$ cat src/design/ccbf_pkg.sv
package ccbf_pkg;

  localparam int OFFSET_BITS_DEFAULT = 32;
  localparam int QUEUE_DEPTH_DEFAULT = 4;

  localparam logic [31:0] HEADER_BYTES    = 32'd12;
  localparam logic [31:0] HEADER_MAGIC    = 32'h6e53_4345;
  localparam logic [31:0] ORDER_WORD      = 32'hec51_1235;
  localparam logic [31:0] VERSION_WORD    = 32'h0000_0001;
  localparam logic [31:0] TERMINATOR_WORD = 32'hdead_beef;

  typedef enum logic [3:0] {
    ST_FOUND       = 4'd0,
    ST_NOT_FOUND   = 4'd1,
    ST_SHORT       = 4'd2,
    ST_BAD_MAGIC   = 4'd3,
    ST_BAD_ORDER   = 4'd4,
    ST_BAD_VERSION = 4'd5,
    ST_TRUNCATED   = 4'd6,
    ST_BAD_TERM    = 4'd7,
    ST_DUPLICATE   = 4'd8
  } status_t;

  // one classified byte on its way to the parser
  typedef struct packed {
    logic [7:0]  data_byte;
    logic        is_last;
    logic [31:0] offset;
    logic        short_file;
  } entry_t;

endpackage

$ cat src/design/ccbf_ifs.sv
interface ccbf_in_if;
  logic       valid;
  logic       ready;
  logic [7:0] data_byte;
  logic       is_last;

  modport source (output valid, output data_byte, output is_last, input ready);
  modport sink (input valid, input data_byte, input is_last, output ready);
endinterface

interface ccbf_out_if;
  logic        valid;
  logic        ready;
  logic [3:0]  status;
  logic [31:0] payload_offset;
  logic [31:0] payload_size;

  modport source (output valid, output status, output payload_offset, output payload_size,
                  input ready);
  modport sink (input valid, input status, input payload_offset, input payload_size,
                output ready);
endinterface

interface ccbf_cfg_if;
  logic        valid;
  logic        ready;
  logic [31:0] target_magic;

  modport source (output valid, output target_magic, input ready);
  modport sink (input valid, input target_magic, output ready);
endinterface

$ cat src/design/chunk_container_block_finder_unit.sv
// Container block finder.
// bytes  : one file byte per item (data_byte, is_last); is_last marks the
//          end of a file, and the next item starts a new one.
// cfg    : target_magic write channel, always ready; write only while idle.
// result : one item per file (status, payload_offset, payload_size), given
//          after the last byte.
// Throughput is one byte per cycle while bytes.ready is high. A front
// stage counts byte positions and tags short files, a queue of
// QUEUE_DEPTH items decouples it from the parser, which takes one byte a
// cycle from the queue unless held as below. The last byte is written
// into the queue first; the parser then pops it and loads the result
// register.
// When a result waits on a stalled receiver, the parser holds at the next
// last byte while later bytes fill the queue; once it is full, bytes.ready
// drops.
// Reset clears the parse state, the queue, the result register and
// target_magic (to 0); no clearing pass is needed.
module chunk_container_block_finder_unit import ccbf_pkg::*; #(
  parameter int OFFSET_BITS = OFFSET_BITS_DEFAULT,
  parameter int QUEUE_DEPTH = QUEUE_DEPTH_DEFAULT
) (
  input logic         clk,
  input logic         rst,
  ccbf_in_if.sink     bytes,
  ccbf_cfg_if.sink    cfg,
  ccbf_out_if.source  result
);

  logic   q_full;
  logic   push;
  entry_t push_entry;
  logic   pop;
  logic   q_valid;
  entry_t q_entry;

  ccbf_front u_front (
    .clk        (clk),
    .rst        (rst),
    .bytes      (bytes),
    .q_full     (q_full),
    .push       (push),
    .push_entry (push_entry)
  );

  ccbf_queue #(
    .DEPTH (QUEUE_DEPTH)
  ) u_queue (
    .clk        (clk),
    .rst        (rst),
    .push       (push),
    .push_entry (push_entry),
    .full       (q_full),
    .pop        (pop),
    .q_valid    (q_valid),
    .q_entry    (q_entry)
  );

  ccbf_back #(
    .OFFSET_BITS (OFFSET_BITS)
  ) u_back (
    .clk     (clk),
    .rst     (rst),
    .q_valid (q_valid),
    .q_entry (q_entry),
    .pop     (pop),
    .cfg     (cfg),
    .result  (result)
  );

endmodule

$ cat src/design/ccbf_front.sv
module ccbf_front import ccbf_pkg::*; (
  input  logic   clk,
  input  logic   rst,
  ccbf_in_if.sink bytes,
  input  logic   q_full,
  output logic   push,
  output entry_t push_entry
);

  logic [31:0] byte_position;

  always_comb begin
    bytes.ready           = !q_full;
    push                  = bytes.valid && !q_full;
    push_entry.data_byte  = bytes.data_byte;
    push_entry.is_last    = bytes.is_last;
    push_entry.offset     = byte_position;
    // fewer than a header's worth once this item is counted
    push_entry.short_file = byte_position < (HEADER_BYTES - 32'd1);
  end

  always_ff @(posedge clk) begin
    if (rst) begin
      byte_position <= '0;
    end else if (push) begin
      if (bytes.is_last) begin
        byte_position <= '0;
      end else if (byte_position != '1) begin
        byte_position <= byte_position + 32'd1;
      end
    end
  end

endmodule

$ cat src/design/ccbf_queue.sv
module ccbf_queue import ccbf_pkg::*; #(
  parameter int DEPTH = QUEUE_DEPTH_DEFAULT
) (
  input  logic   clk,
  input  logic   rst,
  input  logic   push,
  input  entry_t push_entry,
  output logic   full,
  input  logic   pop,
  output logic   q_valid,
  output entry_t q_entry
);

  localparam int PTR_BITS = $clog2(DEPTH);
  localparam int CNT_BITS = $clog2(DEPTH + 1);
  localparam logic [PTR_BITS-1:0] LAST_PTR = PTR_BITS'(DEPTH - 1);
  localparam logic [CNT_BITS-1:0] FULL_CNT = CNT_BITS'(DEPTH);

  entry_t              slots [DEPTH];
  logic [PTR_BITS-1:0] wr_ptr;
  logic [PTR_BITS-1:0] rd_ptr;
  logic [CNT_BITS-1:0] count;

  assign full    = count == FULL_CNT;
  assign q_valid = count != '0;
  assign q_entry = slots[rd_ptr];

  always_ff @(posedge clk) begin
    if (push) begin
      slots[wr_ptr] <= push_entry;
    end
  end

  always_ff @(posedge clk) begin
    if (rst) begin
      wr_ptr <= '0;
      rd_ptr <= '0;
      count  <= '0;
    end else begin
      if (push) begin
        wr_ptr <= (wr_ptr == LAST_PTR) ? '0 : wr_ptr + PTR_BITS'(1);
      end
      if (pop) begin
        rd_ptr <= (rd_ptr == LAST_PTR) ? '0 : rd_ptr + PTR_BITS'(1);
      end
      if (push && !pop) begin
        count <= count + CNT_BITS'(1);
      end else if (pop && !push) begin
        count <= count - CNT_BITS'(1);
      end
    end
  end

  a_count_bound: assert property (@(posedge clk) disable iff (rst) count <= FULL_CNT)
    else $error("queue count beyond depth");
  a_pop_nonempty: assert property (@(posedge clk) disable iff (rst) pop |-> q_valid)
    else $error("queue popped while empty");

endmodule

$ cat src/design/ccbf_back.sv
module ccbf_back import ccbf_pkg::*; #(
  parameter int OFFSET_BITS = OFFSET_BITS_DEFAULT
) (
  input  logic        clk,
  input  logic        rst,
  input  logic        q_valid,
  input  entry_t      q_entry,
  output logic        pop,
  ccbf_cfg_if.sink    cfg,
  ccbf_out_if.source  result
);

  localparam logic [33:0] LIMIT = 34'd1 << OFFSET_BITS;

  typedef enum logic [2:0] {
    PH_MAGIC   = 3'd0,
    PH_ORDER   = 3'd1,
    PH_VERSION = 3'd2,
    PH_TAG     = 3'd3,
    PH_SIZE    = 3'd4,
    PH_PAYLOAD = 3'd5,
    PH_TERM    = 3'd6,
    PH_FULL    = 3'd7
  } phase_t;

  logic [31:0]            target_magic;
  phase_t                 phase,          phase_next;
  logic [31:0]            shift,          shift_next;
  logic [1:0]             cnt,            cnt_next;
  logic [31:0]            remaining,      remaining_next;
  logic                   tag_match,      tag_match_next;
  logic                   found,          found_next;
  logic [OFFSET_BITS-1:0] found_offset,   found_offset_next;
  logic [31:0]            found_size,     found_size_next;
  status_t                err,            err_next;   // ST_FOUND: no error yet
  status_t                status_next;

  logic                   out_valid;
  status_t                out_status;
  logic [31:0]            out_offset;
  logic [31:0]            out_size;

  logic [31:0]            word;
  logic [33:0]            block_end;

  assign pop       = q_valid && (!q_entry.is_last || !out_valid || result.ready);
  assign cfg.ready = 1'b1;

  assign result.valid          = out_valid;
  assign result.status         = out_status;
  assign result.payload_offset = out_offset;
  assign result.payload_size   = out_size;

  always_comb begin
    phase_next        = phase;
    shift_next        = shift;
    cnt_next          = cnt;
    remaining_next    = remaining;
    tag_match_next    = tag_match;
    found_next        = found;
    found_offset_next = found_offset;
    found_size_next   = found_size;
    err_next          = err;

    word      = shift | (32'(q_entry.data_byte) << {cnt, 3'b000});
    block_end = 34'(q_entry.offset) + 34'(word) + 34'd5;

    if (err == ST_FOUND) begin
      unique case (phase)
        PH_FULL: begin
          err_next = ST_TRUNCATED;
        end
        PH_PAYLOAD: begin
          remaining_next = remaining - 32'd1;
          if (remaining == 32'd1) begin
            phase_next = PH_TERM;
          end
        end
        default: begin
          if (cnt != 2'd3) begin
            shift_next = word;
            cnt_next   = cnt + 2'd1;
          end else begin
            shift_next = '0;
            cnt_next   = '0;
            unique case (phase)
              PH_MAGIC: begin
                if (word != HEADER_MAGIC) err_next = ST_BAD_MAGIC;
                else phase_next = PH_ORDER;
              end
              PH_ORDER: begin
                if (word != ORDER_WORD) err_next = ST_BAD_ORDER;
                else phase_next = PH_VERSION;
              end
              PH_VERSION: begin
                if (word != VERSION_WORD) err_next = ST_BAD_VERSION;
                else phase_next = PH_TAG;
              end
              PH_TAG: begin
                tag_match_next = word == target_magic;
                phase_next     = PH_SIZE;
              end
              PH_SIZE: begin
                if (block_end > LIMIT) begin
                  err_next = ST_TRUNCATED;
                end else begin
                  remaining_next = word;
                  if (tag_match && !found) begin
                    found_offset_next = q_entry.offset[OFFSET_BITS-1:0]
                                        + {{(OFFSET_BITS-1){1'b0}}, 1'b1};
                    found_size_next   = word;
                  end
                  phase_next = (word != '0) ? PH_PAYLOAD : PH_TERM;
                end
              end
              default: begin
                if (word != TERMINATOR_WORD) begin
                  err_next = ST_BAD_TERM;
                end else if (tag_match && found) begin
                  err_next = ST_DUPLICATE;
                end else begin
                  if (tag_match) found_next = 1'b1;
                  phase_next = (34'(q_entry.offset) == LIMIT - 34'd1) ? PH_FULL : PH_TAG;
                end
              end
            endcase
          end
        end
      endcase
    end

    if (q_entry.short_file) begin
      status_next = ST_SHORT;
    end else if (err_next != ST_FOUND) begin
      status_next = err_next;
    end else if (!((phase_next == PH_TAG && cnt_next == 2'd0) || phase_next == PH_FULL)) begin
      status_next = ST_TRUNCATED;
    end else begin
      status_next = found_next ? ST_FOUND : ST_NOT_FOUND;
    end
  end

  always_ff @(posedge clk) begin
    if (rst) begin
      target_magic <= '0;
      phase        <= PH_MAGIC;
      shift        <= '0;
      cnt          <= '0;
      remaining    <= '0;
      tag_match    <= 1'b0;
      found        <= 1'b0;
      found_offset <= '0;
      found_size   <= '0;
      err          <= ST_FOUND;
      out_valid    <= 1'b0;
      out_status   <= ST_FOUND;
      out_offset   <= '0;
      out_size     <= '0;
    end else begin
      if (cfg.valid) begin
        target_magic <= cfg.target_magic;
      end
      if (pop && q_entry.is_last) begin
        out_valid    <= 1'b1;
        out_status   <= status_next;
        out_offset   <= (status_next == ST_FOUND) ? 32'(found_offset_next) : '0;
        out_size     <= (status_next == ST_FOUND) ? found_size_next : '0;
        phase        <= PH_MAGIC;
        shift        <= '0;
        cnt          <= '0;
        remaining    <= '0;
        tag_match    <= 1'b0;
        found        <= 1'b0;
        found_offset <= '0;
        found_size   <= '0;
        err          <= ST_FOUND;
      end else begin
        if (result.ready) begin
          out_valid <= 1'b0;
        end
        if (pop) begin
          phase        <= phase_next;
          shift        <= shift_next;
          cnt          <= cnt_next;
          remaining    <= remaining_next;
          tag_match    <= tag_match_next;
          found        <= found_next;
          found_offset <= found_offset_next;
          found_size   <= found_size_next;
          err          <= err_next;
        end
      end
    end
  end

  a_last_gives_result: assert property (@(posedge clk) disable iff (rst)
    pop && q_entry.is_last |=> out_valid)
    else $error("last item popped without a result");
  a_miss_zero_fields: assert property (@(posedge clk) disable iff (rst)
    out_valid && out_status != ST_FOUND |-> out_offset == '0 && out_size == '0)
    else $error("offset or size set on a miss");
  a_payload_count: assert property (@(posedge clk) disable iff (rst)
    phase == PH_PAYLOAD |-> remaining != '0)
    else $error("payload phase with nothing left");

endmodule

$ cat src/flat_wrapper.sv
// flat-port wrapper written by rule: the top's interface ports become plain ports
module chunk_container_block_finder_unit_flat import ccbf_pkg::*;
#(
  parameter int OFFSET_BITS = OFFSET_BITS_DEFAULT,
  parameter int QUEUE_DEPTH = QUEUE_DEPTH_DEFAULT
)
  (clk, rst, bytes_valid, bytes_data_byte, bytes_is_last, bytes_ready, cfg_valid, cfg_target_magic, cfg_ready, result_valid, result_status, result_payload_offset, result_payload_size, result_ready);
  ccbf_in_if bytes_i ();
  ccbf_cfg_if cfg_i ();
  ccbf_out_if result_i ();
  input logic clk;
  input logic rst;
  input wire logic [$bits(bytes_i.valid)-1:0] bytes_valid;
  input wire logic [$bits(bytes_i.data_byte)-1:0] bytes_data_byte;
  input wire logic [$bits(bytes_i.is_last)-1:0] bytes_is_last;
  output wire logic [$bits(bytes_i.ready)-1:0] bytes_ready;
  input wire logic [$bits(cfg_i.valid)-1:0] cfg_valid;
  input wire logic [$bits(cfg_i.target_magic)-1:0] cfg_target_magic;
  output wire logic [$bits(cfg_i.ready)-1:0] cfg_ready;
  output wire logic [$bits(result_i.valid)-1:0] result_valid;
  output wire logic [$bits(result_i.status)-1:0] result_status;
  output wire logic [$bits(result_i.payload_offset)-1:0] result_payload_offset;
  output wire logic [$bits(result_i.payload_size)-1:0] result_payload_size;
  input wire logic [$bits(result_i.ready)-1:0] result_ready;
  assign bytes_i.valid = bytes_valid;
  assign bytes_i.data_byte = bytes_data_byte;
  assign bytes_i.is_last = bytes_is_last;
  assign bytes_ready = bytes_i.ready;
  assign cfg_i.valid = cfg_valid;
  assign cfg_i.target_magic = cfg_target_magic;
  assign cfg_ready = cfg_i.ready;
  assign result_valid = result_i.valid;
  assign result_status = result_i.status;
  assign result_payload_offset = result_i.payload_offset;
  assign result_payload_size = result_i.payload_size;
  assign result_i.ready = result_ready;
  chunk_container_block_finder_unit #(.OFFSET_BITS(OFFSET_BITS), .QUEUE_DEPTH(QUEUE_DEPTH)) u_core (.clk(clk), .rst(rst), .bytes(bytes_i), .cfg(cfg_i), .result(result_i));
endmodule
$ cat config.mk
export PLATFORM = sky130hd
export DESIGN_NAME = chunk_container_block_finder_unit_flat
export DESIGN_NICKNAME = d
export VERILOG_FILES = /design/src/design/ccbf_pkg.sv /design/src/design/ccbf_ifs.sv /design/src/design/chunk_container_block_finder_unit.sv /design/src/design/ccbf_front.sv /design/src/design/ccbf_queue.sv /design/src/design/ccbf_back.sv /design/src/flat_wrapper.sv
export SDC_FILE = /design/constraint.sdc
export NUM_CORES = 1
export LEC_CHECK = 0
export BUFFER_PORTS_ARGS = -buffer_cell sky130_fd_sc_hd__buf_2
export CAP_MARGIN = 20
export CORE_MARGIN = 5
export CORE_UTILIZATION = 30
export CTS_CLUSTER_SIZE = 28
export DETAILED_ROUTE_END_ITERATION = 12
export GPL_TIMING_DRIVEN = 0
export HOLD_SLACK_MARGIN = 0.02
export PLACE_DENSITY = 0.48
export SKIP_CTS_REPAIR_TIMING = 1
export SLEW_MARGIN = 20
export SYNTH_ARGS = -nofsm -noshare
export SYNTH_HDL_FRONTEND = slang
export SYNTH_SLANG_ARGS = --single-unit
$ cat constraint.sdc
create_clock -name clk -period 19.2 [get_ports clk]
set_input_delay 0.96 -clock clk [delete_from_list [all_inputs] [get_ports clk]]
set_output_delay 0.96 -clock clk [all_outputs]
set_load 0.02 [all_outputs]
## Yosys cells after proc, flatten, opt, wreduce, memory -nomap -nowiden

Memories as Yosys holds them, arrays and structs flattened. A register that Yosys moved wholly into a read port is not among the register bits.
Cells that the tools add are included.
Widths: inputs -> output; s select.

- $add $sub $neg: 10
- Order comparisons: 2
- Equal/unequal tests: 22
- Shift-type cells: 1
- Multiplexer cells: 68
- Bitwise operators: 4
- Reductions and logical operators: 35

Operators by type and width:

| kind | count |
|---|---|
| $mux 32 | 20 |
| $ne 32x32->1 const B | 3 |
| $add 32x1->32 const B | 2 |
| $pmux 32 s2 | 1 |
| $mux 4 | 10 |
| $mux 3 | 13 |
| $add 33x3->34 const B | 1 |
| $gt 34x33->1 const B | 1 |
| $add 32x32->33 | 1 |
| $eq 32x1->1 const B | 1 |
| $eq 32x32->1 | 1 |
| $eq 32x32->1 const B | 1 |
| $lt 32x4->1 const B | 1 |
| $ne 32x1->1 const B | 1 |
| $ne 32x31->1 const B | 1 |
| $or 32x32->32 | 1 |
| $reduce_bool 32->1 | 1 |
| $shl 8x5->32 | 1 |
| $sub 32x1->32 const B | 1 |
| $pmux 4 s5 | 1 |
| $mux 2 | 8 |
| $eq 3x3->1 const B | 5 |
| $pmux 3 s5 | 1 |
| $mux 1 | 12 |
| 26 further kinds | 53 |

- Flip-flop bits (word level): 279
- Memory bits (writable): 168
- Output and inout bits: 71
- Word-level logic and storage cells: 161
- Memories: 1

Memory list:

| memory | words | width | rd ports | clocked after memory_dff | write ports | line | text |
|---|---|---|---|---|---|---|---|
| u_core.u_queue.slots | 4 | 42 | 1 | 1 | 1 | ccbf_queue.sv:19 | `entry_t slots [DEPTH];` |

## Depth between registers and ports, before layout

- Depth in word-level cells: 18
- Mapped depth: 26
- Mapped depth without buffers: 20

## Cells and area by module

A second synthesis with hierarchy kept.

- Cells, all modules: 2425
- Area total of the unflattened synthesis: 23525.1 um2

Modules (own cells, without submodules):

| module | times used | cells each | area each (um2) | seq. area each (um2) |
|---|---|---|---|---|
| ccbf_back | 1 | 1903 | 14916.8 | 4804.6 |
| ccbf_queue | 1 | 264 | 6555.0 | 5225.0 |
| ccbf_front | 1 | 258 | 2053.2 | 640.6 |

## Worst setup path after synthesis

No wires, ideal clock.

- Path type: reg-to-reg
- Start point: register with a tool-made name
- End point: register u_core.u_back.out_offset[0], in the netlist u_core.u_back.result.payload_offset[0]
- Setup time: 0.117 ns
- Arrival time: 6.104 ns
- Required time: 19.083 ns
- Path slack: 12.980 ns
- Cell stages (with the launch flop): 23
- Clock period less this slack: 6.220 ns
- Path through: dfxtp_1 buf_6 buf_6 buf_2 buf_4 buf_4 mux4_2 ha_1 ha_1 fa_1 nor3b_1 o2111ai_1 a2111oi_2 o311ai_0 or4_1 or4_1 or2_4 a2111oi_1 o21ai_1 o31a_1 nand4_4 buf_12 o21ai_2

RTL lines:

| element | line | text |
|---|---|---|
| end signal, assigned | ccbf_back.sv:166 | `out_offset <= (status_next == ST_FOUND) ? 32'(found_offset_next) : '0;` |
| end, declared | ccbf_back.sv:40 | `logic [31:0] out_offset;` |

## Final worst setup path

- Start point: register u_core.u_back.cnt[1]
- End point: register u_core.u_back.out_offset[29], in the netlist u_core.u_back.result.payload_offset[29]

- Longest elaborated chain between the ends: 18

Ends and longest elaborated chain:

| element | line | text |
|---|---|---|
| start, declared | ccbf_back.sv:29 | `logic [1:0] cnt, cnt_next;` |
| start signal, assigned | ccbf_back.sv:184 | `cnt <= cnt_next;` |
| $shl 8x5->32 | ccbf_back.sv:65 | `word = shift \| (32'(q_entry.data_byte) << {cnt, 3'b000});` |
| $or 32x32->32 | ccbf_back.sv:65 |  |
| $add 32x32->33 | ccbf_back.sv:66 | `block_end = 34'(q_entry.offset) + 34'(word) + 34'd5;` |
| $add 33x3->34 | ccbf_back.sv:66 |  |
| $gt 34x33->1 | ccbf_back.sv:104 | `if (block_end > LIMIT) begin` |
| $mux 3 | ccbf_back.sv:104 |  |
| $pmux 3 s5 | ccbf_back.sv:86 | `unique case (phase)` |
| $mux 3 | ccbf_back.sv:80 | `if (cnt != 2'd3) begin` |
| [2 not listed] | -- |  |
| $eq 3x2->1 | ccbf_back.sv:136 | `end else if (!((phase_next == PH_TAG && cnt_next == 2'd0) \|\| phase_next == PH_FULL)) begin` |
| $logic_and 1x1->1 | ccbf_back.sv:136 |  |
| $logic_or 1x1->1 | ccbf_back.sv:136 |  |
| $mux 3 | ccbf_back.sv:136 |  |
| $mux 4 | ccbf_back.sv:134 | `end else if (err_next != ST_FOUND) begin` |
| $mux 4 | ccbf_back.sv:132 | `if (q_entry.short_file) begin` |
| $logic_not 4->1 | ccbf_back.sv:166 |  |
| $mux 32 (*) | ccbf_back.sv:166 |  |

Mark *: on every way between the ends. The rest lies on a longest branch, timed or not.
A chain may end at the register's enable or synchronous reset.

==> reports/results.ini <==
[routing]
drt_iter0_markers=1715
final_antenna_net_count=0
wirelength_mm=81.7
wl_per_cell_um=22.5
dr.pass1.iters=8
wl_met2_mm=36.3
top_layer_used=met5
drc=0
vias=19339
wl_met1_mm=36.4
via_per_inst=5.33
dr_wl_met3_mm=5.38

[worst_setup_path]
path_max_fanout=10
crit_arrival_ns=8.69
path_buf_inv=5
reg2reg_slack_ns=10.99
worstReg2RegStart=u_core.u_back.cnt[1]$_SDFFE_PP0P_
cp_cell_sequence=clkbuf_1 -> nor2_1 -> clkbuf_1 -> a21oi_1 -> inv_1 -> ha_1 -> ha_1 -> fa_1 -> a211oi_1 -> o211ai_1 -> a21oi_1 -> o21ai_0 -> o311ai_0 -> o2111ai_1 -> nand4b_1 -> or2_4 -> a21o_1 -> nor2_2 -> buf_2 -> buf_2 -> mux2i_1 -> o21ai_2
worstSetupEndpointType=register
worstPathRequired_ns=19.69
slowest_delay_ns=0.90
critical_path_class=reg -> reg
start_kind=register
cp_top_family=compound AO/OA/AOI/OAI gates
reg2reg_to=u_core.u_back.result.payload_offset[29]$_SDFFE_PP0P_
reg2regPathDepth=22
critical_path_depth=22
cpMaxStageDelayCell=a21oi_1

[timing]
skew_ns=0.0310
rsz0062_at_grt=no
fin_ws_ns=10.99
slew_viol_final=0
worstMarginPinSlew_ns=1.19
finalHoldViolations=0
period_share_pct=42.7
hold_ws_ns=0.445
max-slew-margin-rel_pct=21.0
period_needed_ns=8.21
fmax_ghz=0.122
fin_tns_setup_ns=0
setup_viol=0

[floorplanning]
die_h_um=287
die_area_mm2=0.0824
initial_core_util_pct=30.3
fp-row-count=101
io-pin-count=117
core_area_mm2=0.0761
die_x_um=287

[synthesis]
mappedNetlistArea_mm2=0.0230
ys_ff_latch=449
syn_avg_cell_area_um2=9.71
async_flop_share_pct=0
yosysWarnings=0
synthTopCellsByArea=dfxtp_1 (24%), edfxtp_1 (22%), nand2_1 (4.4%)
yosysUniqueCellTypes=97
yosysSeqAreaShare_pct=46.3
synth_edf_count=168
synthFlopType=dfxtp_1
synth_largest_area_cell=dfxtp_1
synth_nets=2495
postSynthCellCount=2373
synth_top_cell_area_share_pct=24.4

[min_path]
hold_path_class=reg -> reg
worst_hold_path.num_cells=2
hp-start=u_core.u_back.result.payload_offset[1]$_SDFFE_PP0P_
hold_end=u_core.u_back.result.payload_offset[1]$_SDFFE_PP0P_

[place]
place_ws_ns=11.12
post-place-cells=3527
gp_congestion=0.941
io_buffer_count=114
dp_hpwl_mm=61.5

[power_and_ir_drop]
seq_power_share_pct=27.4
switching_share_pct=42.8
p_total_w=0.00396
p_int_w=0.00226
share_comb_of_total_power_pct=47.0
p_leak_nw=9.71
power_frac_clock_pct=25.6
ir_worst_vdd_v=0.0000734
power_density_mw_per_mm2=147
switching_power_w=0.00170

[clock_tree]
ctsRootBufferMaster=clkbuf_16
h-tree-depth=2
clk_transition_reported_paths_ns=0.06
cts_tree=built
clock_latency_ns=0.63
clock_sinks=449
numCtsBuffers=51
clk_path_buf_depth=3

[global_route]
track_usage_pct=19.3
overflow=0
grt_antenna_before_repair=6
grt_pass1_vias=19080
grt_max_degree=43
grt_pass1_wl_mm=121

[final_layout]
final_common_cell=dfxtp_1
nets=2673
synthToLayoutAreaGrowth_pct=16.7
fillers=7821
fin_cells=3627
drive_above_1_share_pct=17.2
most-common-layout-cells=dfxtp_1 (281), nand2_1 (269), nor2_1 (240)

[run]
maxCapViolCount=0

[run_status]
status=finished clean

-- synth_stat cells (7+ instances only) --
| cell | n |
|---|---|
| nor3_1 | 60 |
| or2_2 | 13 |
| buf_1 | 9 |
| or3_1 | 25 |
| nand3_1 | 52 |
| clkbuf_1 | 83 |
| a21o_1 | 17 |
| o21bai_1 | 9 |
| nand2b_1 | 12 |
| a32oi_1 | 12 |
| and3_1 | 20 |
| buf_2 | 34 |
| o221a_2 | 16 |
| o21ai_2 | 50 |
| o21a_1 | 17 |
| nand2_1 | 269 |
| o21ai_0 | 130 |
| nand4_1 | 36 |
| o2111ai_1 | 7 |
| buf_4 | 8 |
| a31oi_1 | 22 |
| or4_1 | 10 |
| nor2b_1 | 8 |
| nor2_1 | 240 |
| edfxtp_1 | 168 |
| o211ai_1 | 32 |
| nor4_1 | 34 |
| mux2_2 | 20 |
| a21oi_2 | 10 |
| and2_1 | 19 |
| a221oi_1 | 8 |
| a211oi_1 | 48 |
| xor2_1 | 43 |
| dfxtp_1 | 281 |
| a21oi_1 | 164 |
| ha_1 | 74 |
| nor3b_1 | 8 |
| inv_1 | 62 |
| mux4_2 | 42 |
| xnor2_1 | 53 |
| mux2i_1 | 40 |
-- worst min-delay path, delay by kind of cell (launching register included) --
family           cells  cell delay [ns]
AO/OA/AOI/OAI        1             0.04
flip-flops           1             0.32
AND/OR/NAND/NOR      1             0.06
-- metrics by stage --
stage / utilization, % / area [um2]
global placement: 32.7 / 24900
finish: 35.3 / 26900
global route: 35.3 / 26900
detailed placement: 33.0 / 25100
floorplan: - / 23000
CTS: 35.3 / 26900
-- cell type report --
cell class / count / area, um2 / share of cell area [%]
well taps: 1030 / 1290 / 4.79
repair buffers: 125 / 716 / 2.66
clock buffers: 68 / 1420 / 5.28
inverters: 64 / 240 / 0.894
multi-input cells: 1718 / 11500 / 42.8
plain buffers: 142 / 709 / 2.64
diodes: 4 / 10.0 / 0.0372
flip-flops and latches: 449 / 10700 / 39.7
clock inverters: 27 / 328 / 1.22
-- metal layers --
metal / global-route usage [%] / up-vias
met1: 26.2 / 9501
met2: 30.4 / 595
met4: 7.15 / 6
met3: 3.92 / 142
met5: 0 / -
li1: - / 9095
-- power by group through the flow --
stage | registers, W | clock network (W) | logic (W)
after floorplan | 0.00109 | 0 | 0.00121
after global placement | 0.00110 | 0 | 0.00180
after detailed placement | 0.00110 | 0 | 0.00185
after CTS | 0.00108 | 0.00104 | 0.00185
after global routing | 0.00109 | 0.00108 | 0.00202
final | 0.00108 | 0.00101 | 0.00186
-- logic make-up (layout without fill, tap and decap cells) --
| family | count (synthesis) | in the layout | synth area share [%] |
|---|---|---|---|
| simple gates | 838 | 838 | 17.2 |
| compound gates | 605 | 605 | 17.7 |
| flops | 449 | 449 | 46.3 |
| buf+inv | 206 | 426 | 4.12 |
| mux | 102 | 102 | 6.82 |
| xor+xnor | 96 | 96 | 3.65 |
| fa+ha+maj | 76 | 76 | 4.19 |
| other cells | 1 | 5 | 0.0163 |
-- flip-flops by register name, summed over array words and instances, names as in the netlist, 32 cells and up, named ones only --
signal	cells
u_core.u_back.shift	32
u_core.u_back.found_size	32
u_core.u_back.found_offset	32
u_core.u_front.byte_position	32
u_core.u_back.result.payload_size	32
u_core.u_back.remaining	32
u_core.u_queue.slots	168
u_core.u_back.target_magic	32
u_core.u_back.result.payload_offset	32
-- how the worst max path moves through the flow --
stage / start / endpoint / slack, ns
floorplan: register / u_core.u_back.result.payload_offset[0]$_SDFFE_PP0P_ / 12.98
global placement: u_core.u_back.cnt[1]$_SDFFE_PP0P_ / u_core.u_back.found_size[30]$_SDFFE_PP0P_ / 10.61
detailed placement: u_core.u_back.cnt[1]$_SDFFE_PP0P_ / u_core.u_back.result.payload_offset[27]$_SDFFE_PP0P_ / 11.12
CTS: u_core.u_back.cnt[1]$_SDFFE_PP0P_ / u_core.u_back.result.payload_offset[27]$_SDFFE_PP0P_ / 11.09
global route: u_core.u_back.cnt[1]$_SDFFE_PP0P_ / u_core.u_back.result.payload_size[30]$_SDFFE_PP0P_ / 10.57
finish: u_core.u_back.cnt[1]$_SDFFE_PP0P_ / u_core.u_back.result.payload_offset[29]$_SDFFE_PP0P_ / 10.99
(Power assumes the default switching activity.)
